**src/rtl/mavw_pkg.sv**
```systemverilog
// ----------------------------------------------------------------------------
// mavw_pkg
// Shared types and constants of the moving average with warm-up.
// ----------------------------------------------------------------------------
package mavw_pkg;

  localparam int WLEN_BITS = 5;
  localparam logic [WLEN_BITS-1:0] WLEN_RESET = 5'd10;

  typedef enum logic {
    OP_SAMPLE,
    OP_CLEAR
  } op_t;

  typedef enum logic [1:0] {
    ST_IDLE,
    ST_UPDATE,
    ST_DIV,
    ST_OUT
  } state_t;

endpackage

```
**src/rtl/moving_average_warmup.sv**
```systemverilog
// ----------------------------------------------------------------------------
// moving_average_warmup
// Sliding-window mean of signed samples with warm-up over a partial window.
// ----------------------------------------------------------------------------
// Each sample passes through the update state, the restoring divider, which
// produces one quotient bit per cycle, and the output state; a clear beat
// goes straight to the output state. An input register and a two-entry queue
// sit in front of the datapath and a result register behind it, so input
// beats are taken while a mean waits at the output. No clearing pass after
// reset: ring entries are only read once the fill count shows they were
// written. A window_len write also empties the window.
module moving_average_warmup #(
  parameter int MAX_WINDOW  = 16,
  parameter int SAMPLE_BITS = 16
) (
  input  logic                           clk,
  input  logic                           rst,
  input  logic                           cfg_we,
  input  logic [mavw_pkg::WLEN_BITS-1:0] cfg_wdata,
  input  logic                           in_valid,
  output logic                           in_ready,
  input  logic signed [SAMPLE_BITS-1:0]  sample,
  input  logic                           clear,
  output logic                           out_valid,
  input  logic                           out_ready,
  output logic signed [SAMPLE_BITS-1:0]  mean
);
  import mavw_pkg::*;

  localparam int QW = SAMPLE_BITS + 1;

  logic                          push_valid;
  logic                          push_ready;
  op_t                           push_op;
  logic signed [SAMPLE_BITS-1:0] push_sample;
  logic                          q_valid;
  logic                          q_ready;
  logic [QW-1:0]                 q_data;
  op_t                           q_op;
  logic signed [SAMPLE_BITS-1:0] q_sample;

  mavw_front #(
    .SAMPLE_BITS(SAMPLE_BITS)
  ) u_front (
    .clk         (clk),
    .rst         (rst),
    .in_valid    (in_valid),
    .in_ready    (in_ready),
    .sample      (sample),
    .clear       (clear),
    .push_valid  (push_valid),
    .push_ready  (push_ready),
    .push_op     (push_op),
    .push_sample (push_sample)
  );

  mavw_fifo #(
    .WIDTH(QW),
    .DEPTH(2)
  ) u_fifo (
    .clk      (clk),
    .rst      (rst),
    .wr_valid (push_valid),
    .wr_ready (push_ready),
    .wr_data  ({push_op, push_sample}),
    .rd_valid (q_valid),
    .rd_ready (q_ready),
    .rd_data  (q_data)
  );

  assign q_op     = op_t'(q_data[QW-1]);
  assign q_sample = q_data[SAMPLE_BITS-1:0];

  mavw_back #(
    .MAX_WINDOW (MAX_WINDOW),
    .SAMPLE_BITS(SAMPLE_BITS)
  ) u_back (
    .clk       (clk),
    .rst       (rst),
    .cfg_we    (cfg_we),
    .cfg_wdata (cfg_wdata),
    .q_valid   (q_valid),
    .q_ready   (q_ready),
    .q_op      (q_op),
    .q_sample  (q_sample),
    .out_valid (out_valid),
    .out_ready (out_ready),
    .mean      (mean)
  );

endmodule

```
**src/rtl/mavw_front.sv**
```systemverilog
// ----------------------------------------------------------------------------
// mavw_front
// Input stage: takes input beats, tags each one as a sample or a clear and
// holds it in a register until the queue takes it.
// ----------------------------------------------------------------------------
module mavw_front #(
  parameter int SAMPLE_BITS = 16
) (
  input  logic                          clk,
  input  logic                          rst,
  input  logic                          in_valid,
  output logic                          in_ready,
  input  logic signed [SAMPLE_BITS-1:0] sample,
  input  logic                          clear,
  output logic                          push_valid,
  input  logic                          push_ready,
  output mavw_pkg::op_t                 push_op,
  output logic signed [SAMPLE_BITS-1:0] push_sample
);
  import mavw_pkg::*;

  logic                          hold_valid;
  op_t                           hold_op;
  logic signed [SAMPLE_BITS-1:0] hold_sample;

  assign in_ready    = !hold_valid || push_ready;
  assign push_valid  = hold_valid;
  assign push_op     = hold_op;
  assign push_sample = hold_sample;

  always_ff @(posedge clk) begin
    if (rst) begin
      hold_valid <= 1'b0;
    end else if (in_ready) begin
      hold_valid <= in_valid;
    end
  end

  always_ff @(posedge clk) begin
    if (in_valid && in_ready) begin
      hold_op     <= clear ? OP_CLEAR : OP_SAMPLE;
      hold_sample <= sample;
    end
  end

endmodule

```
**src/rtl/mavw_fifo.sv**
```systemverilog
// ----------------------------------------------------------------------------
// mavw_fifo
// Small first-in first-out queue between the input stage and the datapath.
// ----------------------------------------------------------------------------
module mavw_fifo #(
  parameter int WIDTH = 17,
  parameter int DEPTH = 2
) (
  input  logic             clk,
  input  logic             rst,
  input  logic             wr_valid,
  output logic             wr_ready,
  input  logic [WIDTH-1:0] wr_data,
  output logic             rd_valid,
  input  logic             rd_ready,
  output logic [WIDTH-1:0] rd_data
);
  localparam int PW = (DEPTH > 1) ? $clog2(DEPTH) : 1;
  localparam int CW = $clog2(DEPTH + 1);

  logic [WIDTH-1:0] mem [DEPTH];
  logic [PW-1:0]    wr_ptr;
  logic [PW-1:0]    rd_ptr;
  logic [CW-1:0]    count;
  logic             push;
  logic             pop;

  assign wr_ready = (count != CW'(DEPTH));
  assign rd_valid = (count != '0);
  assign rd_data  = mem[rd_ptr];
  assign push     = wr_valid && wr_ready;
  assign pop      = rd_valid && rd_ready;

  always_ff @(posedge clk) begin
    if (push) begin
      mem[wr_ptr] <= wr_data;
    end
  end

  always_ff @(posedge clk) begin
    if (rst) begin
      wr_ptr <= '0;
      rd_ptr <= '0;
      count  <= '0;
    end else begin
      if (push) begin
        wr_ptr <= (wr_ptr == PW'(DEPTH - 1)) ? '0 : wr_ptr + PW'(1);
      end
      if (pop) begin
        rd_ptr <= (rd_ptr == PW'(DEPTH - 1)) ? '0 : rd_ptr + PW'(1);
      end
      if (push && !pop) begin
        count <= count + CW'(1);
      end else if (pop && !push) begin
        count <= count - CW'(1);
      end
    end
  end

endmodule

```
**src/rtl/mavw_back.sv**
```systemverilog
// ----------------------------------------------------------------------------
// mavw_back
// Datapath: sample ring, running sum, fill count and a restoring divider
// that retires one quotient bit per cycle, with the output register.
// ----------------------------------------------------------------------------
module mavw_back #(
  parameter int MAX_WINDOW  = 16,
  parameter int SAMPLE_BITS = 16
) (
  input  logic                              clk,
  input  logic                              rst,
  input  logic                              cfg_we,
  input  logic [mavw_pkg::WLEN_BITS-1:0]    cfg_wdata,
  input  logic                              q_valid,
  output logic                              q_ready,
  input  mavw_pkg::op_t                     q_op,
  input  logic signed [SAMPLE_BITS-1:0]     q_sample,
  output logic                              out_valid,
  input  logic                              out_ready,
  output logic signed [SAMPLE_BITS-1:0]     mean
);
  import mavw_pkg::*;

  localparam int WW       = $clog2(MAX_WINDOW + 1);
  localparam int SW       = $clog2(MAX_WINDOW);
  localparam int SUM_BITS = SAMPLE_BITS + WW;
  localparam int CW       = $clog2(SUM_BITS);
  localparam logic [SUM_BITS-1:0] POS_MAX =
    SUM_BITS'((64'd1 << (SAMPLE_BITS - 1)) - 64'd1);
  localparam logic [SUM_BITS-1:0] NEG_MAX =
    SUM_BITS'(64'd1 << (SAMPLE_BITS - 1));

  state_t state;
  state_t state_next;

  logic [WLEN_BITS-1:0]          window_len;
  logic [WW-1:0]                 eff_w;
  logic signed [SAMPLE_BITS-1:0] ring [MAX_WINDOW];
  logic signed [SAMPLE_BITS-1:0] rd_data;
  logic signed [SAMPLE_BITS-1:0] x;
  logic signed [SUM_BITS-1:0]    sum;
  logic signed [SUM_BITS-1:0]    sum_next;
  logic [SW-1:0]                 slot;
  logic [SW-1:0]                 slot_next;
  logic [WW-1:0]                 fill;
  logic                          full;
  logic [WW-1:0]                 divisor;
  logic [SUM_BITS-1:0]           mag;

  logic [WW:0]                   rem;
  logic [WW:0]                   rem_shift;
  logic [WW:0]                   rem_step;
  logic [SUM_BITS-1:0]           quo;
  logic [SUM_BITS-1:0]           quo_step;
  logic [SUM_BITS-1:0]           quo_neg;
  logic [WW-1:0]                 dvs;
  logic                          neg;
  logic [CW-1:0]                 cnt;
  logic signed [SAMPLE_BITS-1:0] mean_val;

  logic                          pop;
  logic                          out_load;

  // effective window, clamped to 1..MAX_WINDOW
  always_comb begin
    if (window_len == '0) begin
      eff_w = WW'(1);
    end else if (32'(window_len) > MAX_WINDOW) begin
      eff_w = WW'(MAX_WINDOW);
    end else begin
      eff_w = WW'(window_len);
    end
  end

  assign full      = (fill >= eff_w);
  assign slot_next = (WW'(slot) + WW'(1) == eff_w) ? '0 : slot + SW'(1);
  assign divisor   = full ? eff_w : fill + WW'(1);
  assign sum_next  = sum + SUM_BITS'(x) - (full ? SUM_BITS'(rd_data) : '0);
  assign mag       = sum_next[SUM_BITS-1] ? (~sum_next + SUM_BITS'(1)) : sum_next;

  // one restoring division step
  assign rem_shift = {rem[WW-1:0], quo[SUM_BITS-1]};
  always_comb begin
    if (rem_shift >= {1'b0, dvs}) begin
      rem_step = rem_shift - {1'b0, dvs};
      quo_step = {quo[SUM_BITS-2:0], 1'b1};
    end else begin
      rem_step = rem_shift;
      quo_step = {quo[SUM_BITS-2:0], 1'b0};
    end
  end

  // sign restore and saturation
  assign quo_neg = ~quo + SUM_BITS'(1);
  always_comb begin
    if (!neg && quo > POS_MAX) begin
      mean_val = SAMPLE_BITS'(POS_MAX);
    end else if (neg && quo > NEG_MAX) begin
      mean_val = SAMPLE_BITS'(NEG_MAX);
    end else if (neg) begin
      mean_val = SAMPLE_BITS'(quo_neg);
    end else begin
      mean_val = SAMPLE_BITS'(quo);
    end
  end

  // next state
  always_comb begin
    state_next = state;
    unique case (state)
      ST_IDLE: begin
        if (q_valid) begin
          state_next = (q_op == OP_CLEAR) ? ST_OUT : ST_UPDATE;
        end
      end
      ST_UPDATE: begin
        state_next = ST_DIV;
      end
      ST_DIV: begin
        if (cnt == CW'(SUM_BITS - 1)) begin
          state_next = ST_OUT;
        end
      end
      ST_OUT: begin
        if (!out_valid || out_ready) begin
          state_next = ST_IDLE;
        end
      end
      default: begin
        state_next = ST_IDLE;
      end
    endcase
  end

  // control outputs
  always_comb begin
    q_ready  = (state == ST_IDLE);
    out_load = (state == ST_OUT) && (!out_valid || out_ready);
  end

  assign pop = q_valid && q_ready;

  // ring memory, registered read
  always_ff @(posedge clk) begin
    rd_data <= ring[slot];
    if (state == ST_UPDATE) begin
      ring[slot] <= x;
    end
  end

  always_ff @(posedge clk) begin
    if (rst) begin
      state      <= ST_IDLE;
      window_len <= WLEN_RESET;
      sum        <= '0;
      slot       <= '0;
      fill       <= '0;
      out_valid  <= 1'b0;
    end else begin
      state <= state_next;
      if (cfg_we) begin
        window_len <= cfg_wdata;
        sum        <= '0;
        slot       <= '0;
        fill       <= '0;
      end else if (pop && q_op == OP_CLEAR) begin
        sum  <= '0;
        slot <= '0;
        fill <= '0;
      end else if (state == ST_UPDATE) begin
        sum  <= sum_next;
        slot <= slot_next;
        if (!full) begin
          fill <= fill + WW'(1);
        end
      end
      if (out_load) begin
        out_valid <= 1'b1;
      end else if (out_ready) begin
        out_valid <= 1'b0;
      end
    end
  end

  always_ff @(posedge clk) begin
    if (pop) begin
      x   <= q_sample;
      quo <= '0;
      neg <= 1'b0;
    end else if (state == ST_UPDATE) begin
      rem <= '0;
      quo <= mag;
      neg <= sum_next[SUM_BITS-1];
      dvs <= divisor;
      cnt <= '0;
    end else if (state == ST_DIV) begin
      rem <= rem_step;
      quo <= quo_step;
      cnt <= cnt + CW'(1);
    end
    if (out_load) begin
      mean <= mean_val;
    end
  end

  a_fill_in_window: assert property (@(posedge clk) disable iff (rst)
    fill <= eff_w)
    else $error("fill count beyond window");

  a_slot_in_window: assert property (@(posedge clk) disable iff (rst)
    WW'(slot) < eff_w)
    else $error("write slot beyond window");

  a_div_nonzero: assert property (@(posedge clk) disable iff (rst)
    state == ST_DIV |-> dvs != '0)
    else $error("divide by zero");

  a_rem_bound: assert property (@(posedge clk) disable iff (rst)
    state == ST_DIV |-> rem < {1'b0, dvs})
    else $error("remainder not below divisor");

  a_cfg_empties: assert property (@(posedge clk) disable iff (rst)
    cfg_we |=> fill == '0 && sum == '0 && slot == '0)
    else $error("store not emptied by window write");

endmodule
```
**config.mk**
```make
export PLATFORM = sky130hd
export DESIGN_NAME = moving_average_warmup
export DESIGN_NICKNAME = d
export VERILOG_FILES = /design/src/rtl/mavw_pkg.sv /design/src/rtl/moving_average_warmup.sv /design/src/rtl/mavw_front.sv /design/src/rtl/mavw_fifo.sv /design/src/rtl/mavw_back.sv
export SDC_FILE = /design/constraint.sdc
export NUM_CORES = 1
export LEC_CHECK = 0
export BUFFER_PORTS_ARGS = -buffer_cell sky130_fd_sc_hd__buf_2
export CORE_ASPECT_RATIO = 0.6
export CORE_MARGIN = 2
export CORE_UTILIZATION = 60
export CTS_CLUSTER_SIZE = 24
export DETAILED_ROUTE_END_ITERATION = 12
export PLACE_DENSITY = 0.77
export SLEW_MARGIN = 20
export SYNTH_ARGS = -nofsm -noshare
export SYNTH_HDL_FRONTEND = slang
export SYNTH_SLANG_ARGS = --single-unit
export TNS_END_PERCENT = 50
```
**constraint.sdc**
```tcl
create_clock -name clk -period 6.46 [get_ports clk]
set_input_delay 0.646 -clock clk [delete_from_list [all_inputs] [get_ports clk]]
set_output_delay 0.646 -clock clk [all_outputs]
set_load 0.02 [all_outputs]
```
==> impl_results.html, run 1 <==
<table>
<tr><th>Metric</th><th>Value</th></tr>
<tr><th colspan="2">Outcome</th></tr>
<tr><td>Status</td><td>completed</td></tr>
<tr><th colspan="2">Clock tree</th></tr>
<tr><td>CTS H-Tree Depth</td><td>2</td></tr>
<tr><td>CTS tree</td><td>done</td></tr>
<tr><td>Setup fix buffers added after clock tree synthesis</td><td>0</td></tr>
<tr><td>Maximum buffer depth of the clock tree</td><td>3</td></tr>
<tr><td>Sinks on the clock net</td><td>436</td></tr>
<tr><td>Insertion delay to the later sink of the worst-skew pair</td><td>0.54 ns</td></tr>
<tr><td>Buffer type at the clock tree root</td><td>clkbuf_16</td></tr>
<tr><td>Total clock buffers created by CTS</td><td>39</td></tr>
<tr><td>Clock edge transition at the registers on the reported setup and hold paths</td><td>0.06 ns</td></tr>
<tr><th colspan="2">Final layout</th></tr>
<tr><td>Area growth from synthesis to layout</td><td>9.756%</td></tr>
<tr><td>Share of layout cells above drive strength 1</td><td>16.67%</td></tr>
<tr><td>Final instance count without filler cells</td><td>1,870</td></tr>
<tr><td>Final antenna diode count</td><td>0</td></tr>
<tr><td>Layout net count</td><td>1,512</td></tr>
<tr><th colspan="2">Power and ir drop</th></tr>
<tr><td>LEAKAGE</td><td>7.505 nW</td></tr>
<tr><td>Design Power</td><td>10.51 mW</td></tr>
<tr><td>Total power divided by cell area</td><td>489.9 nW/um^2</td></tr>
<tr><td>Peak VDD IR</td><td>333.3 uV</td></tr>
<tr><th colspan="2">Critical path</th></tr>
<tr><td>Depth of the most critical reg-to-reg path</td><td>22</td></tr>
<tr><td>CP peak stage delay</td><td>0.48 ns</td></tr>
<tr><td>Slowest stage cell, crit path</td><td>fa_1</td></tr>
<tr><td>Ordered list of cells on the worst path</td><td>nor3_1 &gt; o21ai_0 &gt; inv_1 &gt; ha_1 &gt; nand2b_1 &gt; a21o_1 &gt; a21o_1 &gt; a21o_1 &gt; a21o_1 &gt; and2_1 &gt; fa_1 &gt; inv_1 &gt; ha_1 &gt; o211ai_1 &gt; a21oi_1 &gt; o31ai_1 &gt; a21oi_1 &gt; a311oi_2 &gt; xnor2_2 &gt; o21a_1 &gt; o311ai_0 &gt; a21oi_1</td></tr>
<tr><td>Largest fanout on the critical path</td><td>23</td></tr>
<tr><td>Sort of element at the end of the critical path</td><td>flip-flop</td></tr>
<tr><td>Cell family contributing the most delay on the critical path</td><td>compound AO/OA/AOI/OAI gates</td></tr>
<tr><td>Arrival time at the worst endpoint</td><td>6.50 ns</td></tr>
<tr><td>Count of cell instances traversed by the critical path</td><td>22</td></tr>
<tr><td>Kind of launch point of the worst setup path</td><td>flip-flop</td></tr>
<tr><td>WP data required</td><td>6.87 ns</td></tr>
<tr><td>Most Frequent Cell on Critical Path</td><td>a21o_1</td></tr>
<tr><td>Category of the most critical setup path</td><td>reg2reg</td></tr>
<tr><td>Worst path buffer plus inverter count</td><td>2</td></tr>
<tr><th colspan="2">GRT</th></tr>
<tr><td>Aggregate global routing overflow</td><td>0</td></tr>
<tr><td>Maximum number of pins on one net before global-route repair</td><td>59</td></tr>
<tr><td>Global router's overall resource usage</td><td>25.48%</td></tr>
<tr><td>GR peak layer</td><td>met1</td></tr>
<tr><td>Global-route wire length before repair</td><td>64,650 um</td></tr>
<tr><td>Initial antenna violation count</td><td>0</td></tr>
<tr><td>Global-route track usage on met2</td><td>37.12%</td></tr>
<tr><td>Number of global-route vias before repair</td><td>11,030</td></tr>
<tr><td>Met1 Usage GRT</td><td>38.92%</td></tr>
<tr><td>Global Route met3 Usage</td><td>6.070%</td></tr>
<tr><th colspan="2">Route</th></tr>
<tr><td>Drt total wl</td><td>42,290 um</td></tr>
<tr><td>Detailed router's first-iteration violation count</td><td>1,350</td></tr>
<tr><td>Antenna-violating nets left</td><td>0</td></tr>
<tr><td>Number of vias per cell after detailed routing</td><td>6.190</td></tr>
<tr><td>1st-pass router iterations</td><td>6</td></tr>
<tr><td>Routed vias</td><td>11,580</td></tr>
<tr><td>Final routed wire length divided by cell count</td><td>22.61 um</td></tr>
<tr><td>Total DRC errors in the routed layout</td><td>0</td></tr>
<tr><th colspan="2">Timing</th></tr>
<tr><td>Max-Slew Margin vs Limit</td><td>23.17%</td></tr>
<tr><td>Hold Slack</td><td>0.2787 ns</td></tr>
<tr><td>Transition time at the pin with the least slew margin</td><td>1.152 ns</td></tr>
<tr><td>Share of the clock period used by the worst path after layout</td><td>94.27%</td></tr>
<tr><td>Final hold violation count</td><td>0</td></tr>
<tr><td>Highest Clock Rate</td><td>0.1642 GHz</td></tr>
<tr><td>Count of final max-slew check failures</td><td>0</td></tr>
<tr><td>Worst Skew</td><td>0.01253 ns</td></tr>
<tr><td>Final worst-path setup slack</td><td>0.3701 ns</td></tr>
<tr><td>Final critical delay including setup and external delays</td><td>6.090 ns</td></tr>
<tr><td>Total negative setup slack</td><td>0 ns</td></tr>
<tr><td>Unrepaired setup endpoints after global routing</td><td>false</td></tr>
<tr><td>Number of setup violations in the final report</td><td>0</td></tr>
<tr><th colspan="2">Synthesis</th></tr>
<tr><td>Proportion of synthesized flip-flops having asynchronous set or reset</td><td>0%</td></tr>
<tr><td>Number of synthesized flops with an enable pin</td><td>354</td></tr>
<tr><td>Warnings, synthesis</td><td>0</td></tr>
<tr><td>Part of the Yosys area used for sequential elements</td><td>62.78%</td></tr>
<tr><td>Post-Synthesis Net Count</td><td>1,470</td></tr>
<tr><td>Most instantiated flip-flop cell in the synthesis netlist</td><td>edfxtp_1</td></tr>
<tr><td>Most common cell in the netlist</td><td>edfxtp_1</td></tr>
<tr><td>Distinct cell type count of the synthesized netlist</td><td>66</td></tr>
<tr><td>Top cell type by total area after synthesis</td><td>edfxtp_1</td></tr>
<tr><td>Top area cells in the synthesized netlist</td><td>edfxtp_1 (54%), mux4_2 (9.2%), dfxtp_1 (8.4%)</td></tr>
<tr><td>Commonest cells in the synthesized netlist</td><td>edfxtp_1 (354), inv_1 (107), dfxtp_1 (82), mux4_2 (80), nor2_1 (80)</td></tr>
<tr><td>Fraction of post-synthesis cell area in the top cell type by area</td><td>54.38%</td></tr>
<tr><td>Number of synthesized register bits</td><td>436</td></tr>
<tr><td>Post-synthesis instance total</td><td>1,375</td></tr>
<tr><td>Syn_area_per_cell</td><td>14.22 um^2</td></tr>
<tr><td>Cell area after synthesis</td><td>19,550 um^2</td></tr>
<tr><th colspan="2">Placement</th></tr>
<tr><td>Cells after DPL</td><td>1,800</td></tr>
<tr><td>Routability congestion estimate from global placement</td><td>0.8893</td></tr>
<tr><td>Post-DP HPWL</td><td>27,510 um</td></tr>
<tr><td>Worst slack, placed</td><td>0.4220 ns</td></tr>
<tr><td>PortBufs</td><td>44</td></tr>
<tr><th colspan="2">Worst hold path</th></tr>
<tr><td>Min-delay worst type</td><td>in2reg</td></tr>
<tr><td>Hold path cells</td><td>1</td></tr>
<tr><th colspan="2">Die</th></tr>
<tr><td>Core ar.</td><td>32,220 um^2</td></tr>
<tr><td>Die Footprint</td><td>34,090 um^2</td></tr>
<tr><td>Starting density of the core</td><td>60.66%</td></tr>
<tr><td>Boundary pin count</td><td>45</td></tr>
<tr><td>Std cell rows</td><td>51</td></tr>
<tr><td>Width of the die</td><td>237.0 um</td></tr>
<tr><td>Y dimension of the die</td><td>143.8 um</td></tr>
<tr><th colspan="2">Flow run</th></tr>
<tr><td>Max-cap check violation count</td><td>0</td></tr>
</table>
## worst reg2reg max path, delay by kind of cell, from the launching register on
kind                     cells  cell delay, ns
AO/OA/AOI/OAI               13            3.50
XOR/XNOR                     1            0.26
adder cells (fa/ha/maj)      3            1.14
buffers and inverters        2            0.15
flip-flops                   1            0.41
AND/OR/NAND/NOR              3            0.51
## final timing paths
check / from / endpoint / slack, ns
setup / recovery: u_back.window_len[2]$_SDFFE_PP0P_ / u_back.quo[2]$_SDFFE_PP0P_ / 0.37
hold / removal: sample[9] / u_front.push_sample[9]$_DFFE_PP_ / 0.28
setup reg to reg: u_back.window_len[2]$_SDFFE_PP0P_ / u_back.quo[2]$_SDFFE_PP0P_ / 0.37
hold reg to reg: u_front.push_sample[13]$_DFFE_PP_ / u_fifo.mem[0][13]$_DFFE_PP_ / 0.45
## report_power, final
group	switching, mW	internal [mW]	leakage, nW
sequential	0.392	3.61	3.89
combinational	2.57	1.69	3.02
clock	1.01	1.24	0.593
## layout by cell type (no fill, tap or decap), types with 5 or more instances in the layout
master,Yosys,routed
xor2_1,27,27
mux2_2,19,19
buf_2,4,44
a211o_1,5,5
edfxtp_1,354,354
nand4_1,6,6
clkinv_1,1,7
nand3b_1,12,12
a31oi_1,5,5
or3_1,15,15
inv_1,107,107
nor4_1,5,5
nor2b_1,18,18
and2_2,0,7
clkbuf_16,0,39
a21oi_1,70,70
clkbuf_1,46,9
o21ai_0,58,55
mux4_2,80,80
and2_1,35,28
fa_1,21,21
o21ai_1,3,5
dfxtp_1,82,80
o31ai_1,9,9
nand2b_1,8,8
ha_1,47,46
mux2i_1,15,15
nor3b_1,7,7
o21a_1,5,5
a21o_1,14,14
xnor2_1,25,24
nor3_1,19,19
nand2_1,67,67
a211oi_1,16,16
buf_4,0,18
inv_6,0,5
nor2_1,80,78
nand3_1,16,16
and3_1,13,12
## sequential cells by signal, indices dropped and copies added (netlist names), 2 cells and up, named ones only
signal / count
u_back.cnt: 5
u_back.dvs: 5
u_back.fill: 5
u_back.mean: 16
u_back.quo: 21
u_back.rd_data: 16
u_back.rem: 5
u_back.ring: 256
u_back.slot: 4
u_back.state: 2
u_back.sum: 21
u_back.window_len: 5
u_back.x: 16
u_fifo.count: 2
u_fifo.mem: 34
u_front.push_sample: 16
## what timing repair did
action | 4_1_cts | 5_1_grt
endpoints found under the setup margin | 0 | 5
resized for setup | 0 | 2
hold buffers | 0 | 0
## kinds of logic after synthesis
logic type               synth area share, %
flip-flops                             62.78
AND/OR/NAND/NOR                        8.315
AO/OA/AOI/OAI                          7.061
buffers and inverters                  3.271
multiplexers                           11.08
adder cells (fa/ha/maj)                5.159
XOR/XNOR                               2.330
## metal layers
layer / share of wire, % / vias up / wire [um]
met1: 46 / 5801 / 19600
met3: 8.8 / 60 / 3728
met4: 1.9 / 0 / 811
li1: - / 5225 / -
met5: 0 / - / 0
met2: 43 / 489 / 18150
## final cells by class
| class | count | area [um^2] |
|---|---|---|
| clock inverter | 19 | 162.7 |
| sequential | 436 | 12280 |
| tap | 424 | 530.5 |
| multi-input combinational | 770 | 6671 |
| fill | 2189 | 10770 |
| timing repair buffer | 62 | 355.3 |
| clock buffer | 51 | 1051 |
| inverter | 108 | 405.4 |
## metrics by stage
step / cell area (um^2) / utilization (%)
2_1_floorplan: 19550 / -
3_3_place_gp: 20220 / 62.75
3_5_place_dp: 20220 / 62.75
4_1_cts: 21440 / 66.52
5_1_grt: 21450 / 66.57
6_report: 21450 / 66.57
(Power assumes the default switching activity.)
==> inputs of run 2 (changes only) <==
--- a/config.mk
+++ b/config.mk
@@ -5,7 +5,9 @@
 export SDC_FILE = /design/constraint.sdc
 export NUM_CORES = 1
 export LEC_CHECK = 0
+export ABC_AREA = 1
 export BUFFER_PORTS_ARGS = -buffer_cell sky130_fd_sc_hd__buf_2
+export CAP_MARGIN = 20
 export CORE_ASPECT_RATIO = 0.6
 export CORE_MARGIN = 2
 export CORE_UTILIZATION = 60
==> run 2 against run 1 <==
  * Clock skew barely moved
  * Setup slack improved by 0.66 ns
  * Clock-buffer cell count fell by 1
  * Power rose by 2.4%
  * Combinational power rose by 4%
  * Global-route usage rose by 2.5 points
  * Utilization rose by 0.63 points
  * Fmax rose by 12%
  * Via count rose by 24%
  * Sequential power barely moved
  * Critical path depth rose by 6
  * Die area rose by 2.0%
  * Critical path type unchanged
  * Critical endpoint is now u_back.quo[10]$_SDFFE_PP0P_
  * Largest cell class unchanged
  * Largest power group unchanged
  * Highest routed layer unchanged
==> impl_results.html, run 2 <==
<table>
<tr><th>Metric</th><th>Value</th></tr>
<tr><th colspan="2">Route</th></tr>
<tr><td>Detailed router's first-iteration violation count</td><td>1,885</td></tr>
<tr><td>Final routed wire length divided by cell count</td><td>19.47 um</td></tr>
<tr><td>Drt total wl</td><td>47,980 um</td></tr>
<tr><td>Antenna-violating nets left</td><td>0</td></tr>
<tr><td>Total DRC errors in the routed layout</td><td>0</td></tr>
<tr><td>Number of vias per cell after detailed routing</td><td>5.846</td></tr>
<tr><td>1st-pass router iterations</td><td>6</td></tr>
<tr><td>Routed vias</td><td>14,410</td></tr>
<tr><th colspan="2">Timing</th></tr>
<tr><td>Worst Skew</td><td>0.01222 ns</td></tr>
<tr><td>Highest Clock Rate</td><td>0.1840 GHz</td></tr>
<tr><td>Max-Slew Margin vs Limit</td><td>19.36%</td></tr>
<tr><td>Unrepaired setup endpoints after global routing</td><td>false</td></tr>
<tr><td>Final worst-path setup slack</td><td>1.026 ns</td></tr>
<tr><td>Share of the clock period used by the worst path after layout</td><td>84.12%</td></tr>
<tr><td>Total negative setup slack</td><td>0 ns</td></tr>
<tr><td>Count of final max-slew check failures</td><td>0</td></tr>
<tr><td>Transition time at the pin with the least slew margin</td><td>1.202 ns</td></tr>
<tr><td>Final hold violation count</td><td>0</td></tr>
<tr><td>Hold Slack</td><td>0.2788 ns</td></tr>
<tr><td>Number of setup violations in the final report</td><td>0</td></tr>
<tr><td>Final critical delay including setup and external delays</td><td>5.434 ns</td></tr>
<tr><th colspan="2">Die</th></tr>
<tr><td>Boundary pin count</td><td>45</td></tr>
<tr><td>Core ar.</td><td>32,610 um^2</td></tr>
<tr><td>Starting density of the core</td><td>61.16%</td></tr>
<tr><td>Width of the die</td><td>239.4 um</td></tr>
<tr><td>Die Footprint</td><td>34,760 um^2</td></tr>
<tr><td>Std cell rows</td><td>51</td></tr>
<tr><td>Y dimension of the die</td><td>145.2 um</td></tr>
<tr><th colspan="2">Final layout</th></tr>
<tr><td>Max FFs per register</td><td>256</td></tr>
<tr><td>Most frequent cells in the layout</td><td>edfxtp_1 (354), nand2_1 (302), nor2_1 (237)</td></tr>
<tr><td>Commonest non-fill, non-tap cell in the layout</td><td>edfxtp_1</td></tr>
<tr><td>Share of layout cells above drive strength 1</td><td>9.831%</td></tr>
<tr><td>Final antenna diode count</td><td>0</td></tr>
<tr><td>Layout net count</td><td>2,080</td></tr>
<tr><td>Area growth from synthesis to layout</td><td>9.868%</td></tr>
<tr><td>Layout fillers</td><td>2,412</td></tr>
<tr><td>Biggest register</td><td>u_back.ring</td></tr>
<tr><td>Leading registers by flop count</td><td>u_back.ring: 256 flops, u_fifo.mem: 34 flops</td></tr>
<tr><td>Post-route standard cell area excluding fillers</td><td>21,910 um^2</td></tr>
<tr><th colspan="2">Clock tree</th></tr>
<tr><td>Buffer type at the clock tree root</td><td>clkbuf_16</td></tr>
<tr><td>Setup fix buffers added after clock tree synthesis</td><td>0</td></tr>
<tr><td>Number of cells upsized or downsized after cts</td><td>0</td></tr>
<tr><td>Total clock buffers created by CTS</td><td>39</td></tr>
<tr><td>CTS H-Tree Depth</td><td>2</td></tr>
<tr><td>CTS tree</td><td>done</td></tr>
<tr><td>Insertion delay to the later sink of the worst-skew pair</td><td>0.54 ns</td></tr>
<tr><td>Clock edge transition at the registers on the reported setup and hold paths</td><td>0.07 ns</td></tr>
<tr><td>Sinks on the clock net</td><td>436</td></tr>
<tr><td>Hold bufs inserted after CTS</td><td>0</td></tr>
<tr><td>Maximum buffer depth of the clock tree</td><td>3</td></tr>
<tr><th colspan="2">GRT</th></tr>
<tr><td>Number of global-route vias before repair</td><td>13,670</td></tr>
<tr><td>Aggregate global routing overflow</td><td>0</td></tr>
<tr><td>Global router's overall resource usage</td><td>28.01%</td></tr>
<tr><td>Initial antenna violation count</td><td>0</td></tr>
<tr><td>Maximum number of pins on one net before global-route repair</td><td>100</td></tr>
<tr><td>Global-route wire length before repair</td><td>75,000 um</td></tr>
<tr><th colspan="2">Critical path</th></tr>
<tr><td>Arrival time at the worst endpoint</td><td>5.86 ns</td></tr>
<tr><td>WP data required</td><td>6.89 ns</td></tr>
<tr><td>Slowest stage cell, crit path</td><td>clkinv_1</td></tr>
<tr><td>Largest fanout on the critical path</td><td>26</td></tr>
<tr><td>Most Frequent Cell on Critical Path</td><td>inv_1</td></tr>
<tr><td>Category of the most critical setup path</td><td>reg2reg</td></tr>
<tr><td>Worst reg-to-reg setup slack</td><td>1.03 ns</td></tr>
<tr><td>Sort of element at the end of the critical path</td><td>flip-flop</td></tr>
<tr><td>CP peak stage delay</td><td>0.64 ns</td></tr>
<tr><td>Kind of launch point of the worst setup path</td><td>flip-flop</td></tr>
<tr><th colspan="2">Worst hold path</th></tr>
<tr><td>Min-delay worst type</td><td>in2reg</td></tr>
<tr><th colspan="2">Flow run</th></tr>
<tr><td>Max-cap check violation count</td><td>0</td></tr>
<tr><th colspan="2">Synthesis</th></tr>
<tr><td>Number of synthesized register bits</td><td>436</td></tr>
<tr><td>Proportion of synthesized flip-flops having asynchronous set or reset</td><td>0%</td></tr>
<tr><td>Post-synthesis instance total</td><td>1,945</td></tr>
<tr><td>Most instantiated flip-flop cell in the synthesis netlist</td><td>edfxtp_1</td></tr>
<tr><td>Number of synthesized flops with an enable pin</td><td>354</td></tr>
<tr><td>Most common cell in the netlist</td><td>edfxtp_1</td></tr>
<tr><td>Cell area after synthesis</td><td>19,940 um^2</td></tr>
<tr><td>Warnings, synthesis</td><td>0</td></tr>
<tr><td>Top area cells in the synthesized netlist</td><td>edfxtp_1 (53%), dfxtp_1 (8.2%), nand2_1 (5.7%)</td></tr>
<tr><td>Post-Synthesis Net Count</td><td>2,040</td></tr>
<tr><td>Top cell type by total area after synthesis</td><td>edfxtp_1</td></tr>
<tr><td>Commonest cells in the synthesized netlist</td><td>edfxtp_1 (354), nand2_1 (302), nor2_1 (237), inv_1 (223), o21ai_0 (195)</td></tr>
<tr><td>Syn_area_per_cell</td><td>10.25 um^2</td></tr>
<tr><td>Part of the Yosys area used for sequential elements</td><td>61.53%</td></tr>
<tr><td>Fraction of post-synthesis cell area in the top cell type by area</td><td>53.30%</td></tr>
<tr><td>Distinct cell type count of the synthesized netlist</td><td>46</td></tr>
<tr><th colspan="2">Placement</th></tr>
<tr><td>DP Area</td><td>20,670 um^2</td></tr>
<tr><td>Worst slack, placed</td><td>1.227 ns</td></tr>
<tr><td>Routability congestion estimate from global placement</td><td>0.9596</td></tr>
<tr><td>Post-DP HPWL</td><td>31,350 um</td></tr>
<tr><td>PortBufs</td><td>44</td></tr>
<tr><th colspan="2">Power and ir drop</th></tr>
<tr><td>Peak VDD IR</td><td>352.5 uV</td></tr>
<tr><td>LEAKAGE</td><td>8.416 nW</td></tr>
<tr><td>Total power divided by cell area</td><td>491.2 nW/um^2</td></tr>
<tr><td>Design Power</td><td>10.76 mW</td></tr>
<tr><th colspan="2">Outcome</th></tr>
<tr><td>Status</td><td>completed</td></tr>
</table>
run 2: cell count changes in the layout (fill, tap and decap cells not counted), sizes merged, moves of 34 or more:
| cell | change |
|---|---|
| inv | +118 |
| and2 | -34 |
| nand3 | +66 |
| o21ai | +137 |
| nand2 | +248 |
| o22ai | +65 |
| mux4 | -80 |
| nor2 | +169 |
run 2: stage by stage:
stage                     utilization, %  cells
after floorplan                        -   1945
after global placement             63.38   2394
after detailed placement           63.38   2394
after CTS                          67.20   2464
after global routing               67.20   2464
final                              67.20   2464
run 2: path summary, 6_finish.rpt:
kind                                startpoint                                 to  cells past startpoint
max          u_back.window_len[4]$_SDFFE_PP0P_        u_back.quo[10]$_SDFFE_PP0P_                     28
min                                 sample[10]  u_front.push_sample[10]$_DFFE_PP_                      1
max reg2reg  u_back.window_len[4]$_SDFFE_PP0P_        u_back.quo[10]$_SDFFE_PP0P_                     28
min reg2reg   u_front.push_sample[1]$_DFFE_PP_         u_fifo.mem[0][1]$_DFFE_PP_                      0
run 2: cells by family after synthesis:
group	Yosys count	synth area share (%)
AND/OR/NAND/NOR	709	15.19
flip-flops	436	61.53
AO/OA/AOI/OAI	378	10.18
buffers and inverters	313	5.991
adder cells (fa/ha/maj)	68	5.056
XOR/XNOR	23	1.048
multiplexers	18	1.004
run 2: layout make-up:
| cell class | count | area (um^2) | share of cell area [%] |
|---|---|---|---|
| Inverter | 236 | 887.1 | 4.048 |
| Tap cell | 450 | 563.0 | 2.570 |
| Timing Repair Buffer | 76 | 460.4 | 2.101 |
| Sequential cell | 436 | 12280 | 56.03 |
| Clock inverter | 20 | 207.7 | 0.9479 |
| Multi-Input combinational cell | 1196 | 6480 | 29.57 |
| Clock buffer | 50 | 1037 | 4.734 |
run 2: where the power goes:
part	switching (mW)	total (mW)	internal, mW	leakage, nW
clock network	1.00	2.31	1.30	0.609
registers	0.411	4.04	3.63	3.89
logic	3.04	4.42	1.38	3.92
total	4.45	10.8	6.31	8.42
run 2: critical path, delay by kind of cell, from the launching register on:
kind	cells	cell delay, ns
AOI/OAI and AO/OA	5	0.69
adders and majority gates	4	1.24
buffers and inverters	7	1.16
DFF	1	0.40
and+or+nand+nor	12	1.81
run 2: per-layer routing:
layer / vias up / routed length [um] / GRT usage [%]
met5: - / 0 / 0
met4: 0 / 663 / 5.031
met3: 71 / 5725 / 6.393
met2: 750 / 19870 / 39.71
met1: 6852 / 21720 / 44.48
li1: 6732 / - / -
==> inputs of run 3 (changes only) <==
--- a/config.mk
+++ b/config.mk
@@ -5,7 +5,7 @@
 export SDC_FILE = /design/constraint.sdc
 export NUM_CORES = 1
 export LEC_CHECK = 0
-export ABC_AREA = 1
+export ABC_AREA = 0
 export BUFFER_PORTS_ARGS = -buffer_cell sky130_fd_sc_hd__buf_2
 export CAP_MARGIN = 20
 export CORE_ASPECT_RATIO = 0.6
==> constraint.sdc (replaced) <==
create_clock -name clk -period 5.5 [get_ports clk]
set_input_delay 0.55 -clock clk [delete_from_list [all_inputs] [get_ports clk]]
set_output_delay 0.55 -clock clk [all_outputs]
set_load 0.02 [all_outputs]
==> run 3 against run 2 <==
  * Sequential cell count is the same
  * Setup slack lost 0.83 ns
  * Utilization grew 1.2 points
  * Largest power group unchanged
  * Hold slack lost 0.11 ns
  * Clock skew grew 0.010 ns
  * Routed wire length shrank 10%
  * Sequential power grew 16%
  * Clock power grew 19%
==> impl_results.html, run 3 (synthesis results as in run 1) <==
<table>
<tr><th>Metric</th><th>Value</th></tr>
<tr><th colspan="2">Outcome</th></tr>
<tr><td>Status</td><td>completed</td></tr>
<tr><th colspan="2">GRT</th></tr>
<tr><td>Aggregate global routing overflow</td><td>0</td></tr>
<tr><td>Global router's overall resource usage</td><td>25.59%</td></tr>
<tr><td>Maximum number of pins on one net before global-route repair</td><td>52</td></tr>
<tr><td>Global-route wire length before repair</td><td>65,280 um</td></tr>
<tr><td>Number of global-route vias before repair</td><td>11,260</td></tr>
<tr><td>Initial antenna violation count</td><td>0</td></tr>
<tr><th colspan="2">Timing</th></tr>
<tr><td>Hold Slack</td><td>0.1644 ns</td></tr>
<tr><td>Final critical delay including setup and external delays</td><td>5.308 ns</td></tr>
<tr><td>Number of setup violations in the final report</td><td>0</td></tr>
<tr><td>Max-Slew Margin vs Limit</td><td>23.87%</td></tr>
<tr><td>Worst Skew</td><td>0.02265 ns</td></tr>
<tr><td>Count of final max-slew check failures</td><td>0</td></tr>
<tr><td>Final hold violation count</td><td>0</td></tr>
<tr><td>Total negative setup slack</td><td>0 ns</td></tr>
<tr><td>Transition time at the pin with the least slew margin</td><td>1.142 ns</td></tr>
<tr><td>Share of the clock period used by the worst path after layout</td><td>96.51%</td></tr>
<tr><td>Highest Clock Rate</td><td>0.1884 GHz</td></tr>
<tr><th colspan="2">Clock tree</th></tr>
<tr><td>Insertion delay to the later sink of the worst-skew pair</td><td>0.56 ns</td></tr>
<tr><td>CTS H-Tree Depth</td><td>2</td></tr>
<tr><td>Total clock buffers created by CTS</td><td>39</td></tr>
<tr><td>Buffer type at the clock tree root</td><td>clkbuf_16</td></tr>
<tr><td>Maximum buffer depth of the clock tree</td><td>3</td></tr>
<tr><td>Clock edge transition at the registers on the reported setup and hold paths</td><td>0.06 ns</td></tr>
<tr><td>Sinks on the clock net</td><td>436</td></tr>
<tr><td>CTS tree</td><td>done</td></tr>
<tr><th colspan="2">Placement</th></tr>
<tr><td>Post-DP HPWL</td><td>27,710 um</td></tr>
<tr><td>DP Area</td><td>20,510 um^2</td></tr>
<tr><td>Cells after DPL</td><td>1,839</td></tr>
<tr><td>PortBufs</td><td>44</td></tr>
<tr><td>Routability congestion estimate from global placement</td><td>0.8605</td></tr>
<tr><th colspan="2">Route</th></tr>
<tr><td>Detailed router's first-iteration violation count</td><td>1,311</td></tr>
<tr><td>Number of vias per cell after detailed routing</td><td>6.106</td></tr>
<tr><td>Routed vias</td><td>11,710</td></tr>
<tr><td>Total DRC errors in the routed layout</td><td>0</td></tr>
<tr><td>Drt total wl</td><td>43,000 um</td></tr>
<tr><td>Antenna-violating nets left</td><td>0</td></tr>
<tr><td>1st-pass router iterations</td><td>5</td></tr>
<tr><td>Final routed wire length divided by cell count</td><td>22.43 um</td></tr>
<tr><th colspan="2">Final layout</th></tr>
<tr><td>Final instance count without filler cells</td><td>1,917</td></tr>
<tr><td>Post-route standard cell area excluding fillers</td><td>22,030 um^2</td></tr>
<tr><td>Fin util</td><td>68.38%</td></tr>
<tr><td>Commonest non-fill, non-tap cell in the layout</td><td>edfxtp_1</td></tr>
<tr><td>Share of layout cells above drive strength 1</td><td>21.30%</td></tr>
<tr><td>Final antenna diode count</td><td>0</td></tr>
<tr><td>Area growth from synthesis to layout</td><td>12.73%</td></tr>
<tr><td>Biggest register</td><td>u_back.ring</td></tr>
<tr><td>Layout net count</td><td>1,557</td></tr>
<tr><td>Max FFs per register</td><td>256</td></tr>
<tr><td>Most frequent cells in the layout</td><td>edfxtp_1 (354), inv_1 (107), mux4_2 (80), dfxtp_1 (80), nor2_1 (76)</td></tr>
<tr><td>Leading registers by flop count</td><td>u_back.ring: 256 flops, u_fifo.mem: 34 flops</td></tr>
<tr><th colspan="2">Critical path</th></tr>
<tr><td>Arrival time at the worst endpoint</td><td>5.74 ns</td></tr>
<tr><td>WP data required</td><td>5.93 ns</td></tr>
<tr><td>Slowest stage cell, crit path</td><td>fa_1</td></tr>
<tr><td>Sort of element at the end of the critical path</td><td>flip-flop</td></tr>
<tr><td>CP peak stage delay</td><td>0.50 ns</td></tr>
<tr><td>Most Frequent Cell on Critical Path</td><td>a21o_1</td></tr>
<tr><td>Ordered list of cells on the worst path</td><td>nor3_2 &gt; o21ai_1 &gt; inv_1 &gt; ha_1 &gt; nand2b_1 &gt; a21o_1 &gt; a21o_1 &gt; a21o_1 &gt; a21o_4 &gt; and2_1 &gt; fa_1 &gt; inv_1 &gt; ha_1 &gt; buf_4 &gt; nand3_1 &gt; and2_1 &gt; a21o_1 &gt; a21oi_1 &gt; xnor2_1 &gt; o2111ai_2 &gt; o41ai_2 &gt; xor2_1 &gt; o22ai_1</td></tr>
<tr><td>Largest fanout on the critical path</td><td>14</td></tr>
<tr><td>Kind of launch point of the worst setup path</td><td>flip-flop</td></tr>
<tr><td>Category of the most critical setup path</td><td>reg2reg</td></tr>
<tr><th colspan="2">Flow run</th></tr>
<tr><td>Max-cap check violation count</td><td>0</td></tr>
<tr><th colspan="2">Power and ir drop</th></tr>
<tr><td>LEAKAGE</td><td>7.773 nW</td></tr>
<tr><td>Peak VDD IR</td><td>434.3 uV</td></tr>
<tr><td>Total power divided by cell area</td><td>598.0 nW/um^2</td></tr>
<tr><th colspan="2">Die</th></tr>
<tr><td>Die Footprint</td><td>34,090 um^2</td></tr>
<tr><td>Width of the die</td><td>237.0 um</td></tr>
<tr><td>Boundary pin count</td><td>45</td></tr>
<tr><td>Y dimension of the die</td><td>143.8 um</td></tr>
<tr><td>Core ar.</td><td>32,220 um^2</td></tr>
<tr><td>Std cell rows</td><td>51</td></tr>
<tr><td>Starting density of the core</td><td>60.66%</td></tr>
<tr><th colspan="2">Worst hold path</th></tr>
<tr><td>Min-delay worst type</td><td>in2reg</td></tr>
</table>
[run 3: cell types whose count changed in the layout (fill, tap and decap cells not counted), sizes merged, moves of 34 or more]
cell | before | now
nand2 | 315 | 67
nor2 | 249 | 80
o21ai | 199 | 62
inv | 230 | 109
mux4 | 0 | 80
nand3 | 82 | 16
o22ai | 67 | 2
and2 | 1 | 35
[run 3: cell type report]
| type | count | area [um^2] |
|---|---|---|
| Clock buffer | 47 | 1069 |
| Clock inverter | 25 | 225.2 |
| Fill cell | 2184 | 10190 |
| Inverter | 108 | 405.4 |
| Multi-Input combinational cell | 770 | 6815 |
| Sequential cell | 436 | 12280 |
| Tap cell | 424 | 530.5 |
| Timing Repair Buffer | 107 | 713.2 |
[run 3: path summary, 6_finish.rpt]
| kind | start | to | slack, ns | cells past startpoint |
|---|---|---|---|---|
| worst max-delay path | u_back.window_len[1]$_SDFFE_PP1P_ | u_back.quo[19]$_SDFFE_PP0P_ | 0.19 | 23 |
| worst min-delay path | sample[1] | u_front.push_sample[1]$_DFFE_PP_ | 0.16 | 1 |
| worst max register to register | u_back.window_len[1]$_SDFFE_PP1P_ | u_back.quo[19]$_SDFFE_PP0P_ | 0.19 | 23 |
| worst min register to register | u_front.push_sample[6]$_DFFE_PP_ | u_fifo.mem[0][6]$_DFFE_PP_ | 0.45 | 0 |
[run 3: where the power goes]
| group | switching, mW | total [mW] | internal, mW | leakage [nW] |
|---|---|---|---|---|
| clock network | 1.22 | 2.76 | 1.54 | 0.626 |
| registers | 0.430 | 4.67 | 4.24 | 3.89 |
| logic | 3.30 | 5.74 | 2.44 | 3.25 |
| total | 4.95 | 13.2 | 8.22 | 7.77 |
[run 3: through the flow]
| stage | worst slack, ns | total power [mW] |
|---|---|---|
| finish | 0.1919 | 13.18 |
| CTS | 0.06675 | 12.84 |
| global route | -0.04975 | 13.94 |
| floorplan | 0.2529 | 8.332 |
| detailed placement | -0.2170 | 10.03 |
| global placement | 0.02786 | 9.876 |
[run 3: layer usage]
metal / up-vias / part of all wire, % / wire (um) / global-route usage [%]
li1: 5316 / - / - / -
met1: 5819 / 46 / 19940 / 39.91
met2: 505 / 44 / 18770 / 37.49
met3: 65 / 8.0 / 3446 / 4.341
met4: 0 / 2.0 / 840 / 6.929
met5: - / 0 / 0 / 0
[run 3: worst max-delay path, delay by kind of cell (launching register included)]
family                   cells  cell delay, ns
AND/OR/NAND/NOR              5            0.86
XOR/XNOR                     2            0.38
flip-flops                   1            0.32
AO/OA/AOI/OAI               10            2.24
adder cells (fa/ha/maj)      3            1.06
buffers and inverters        3            0.32
[run 3: timing repair]
item,in CTS,in global routing
endpoints found under the setup margin,16,21
pin swaps,1,10
gates resized for setup,7,27
endpoints found under the hold margin,0,0
cloned,0,0
buffers inserted,0,5
hold buffers,0,0
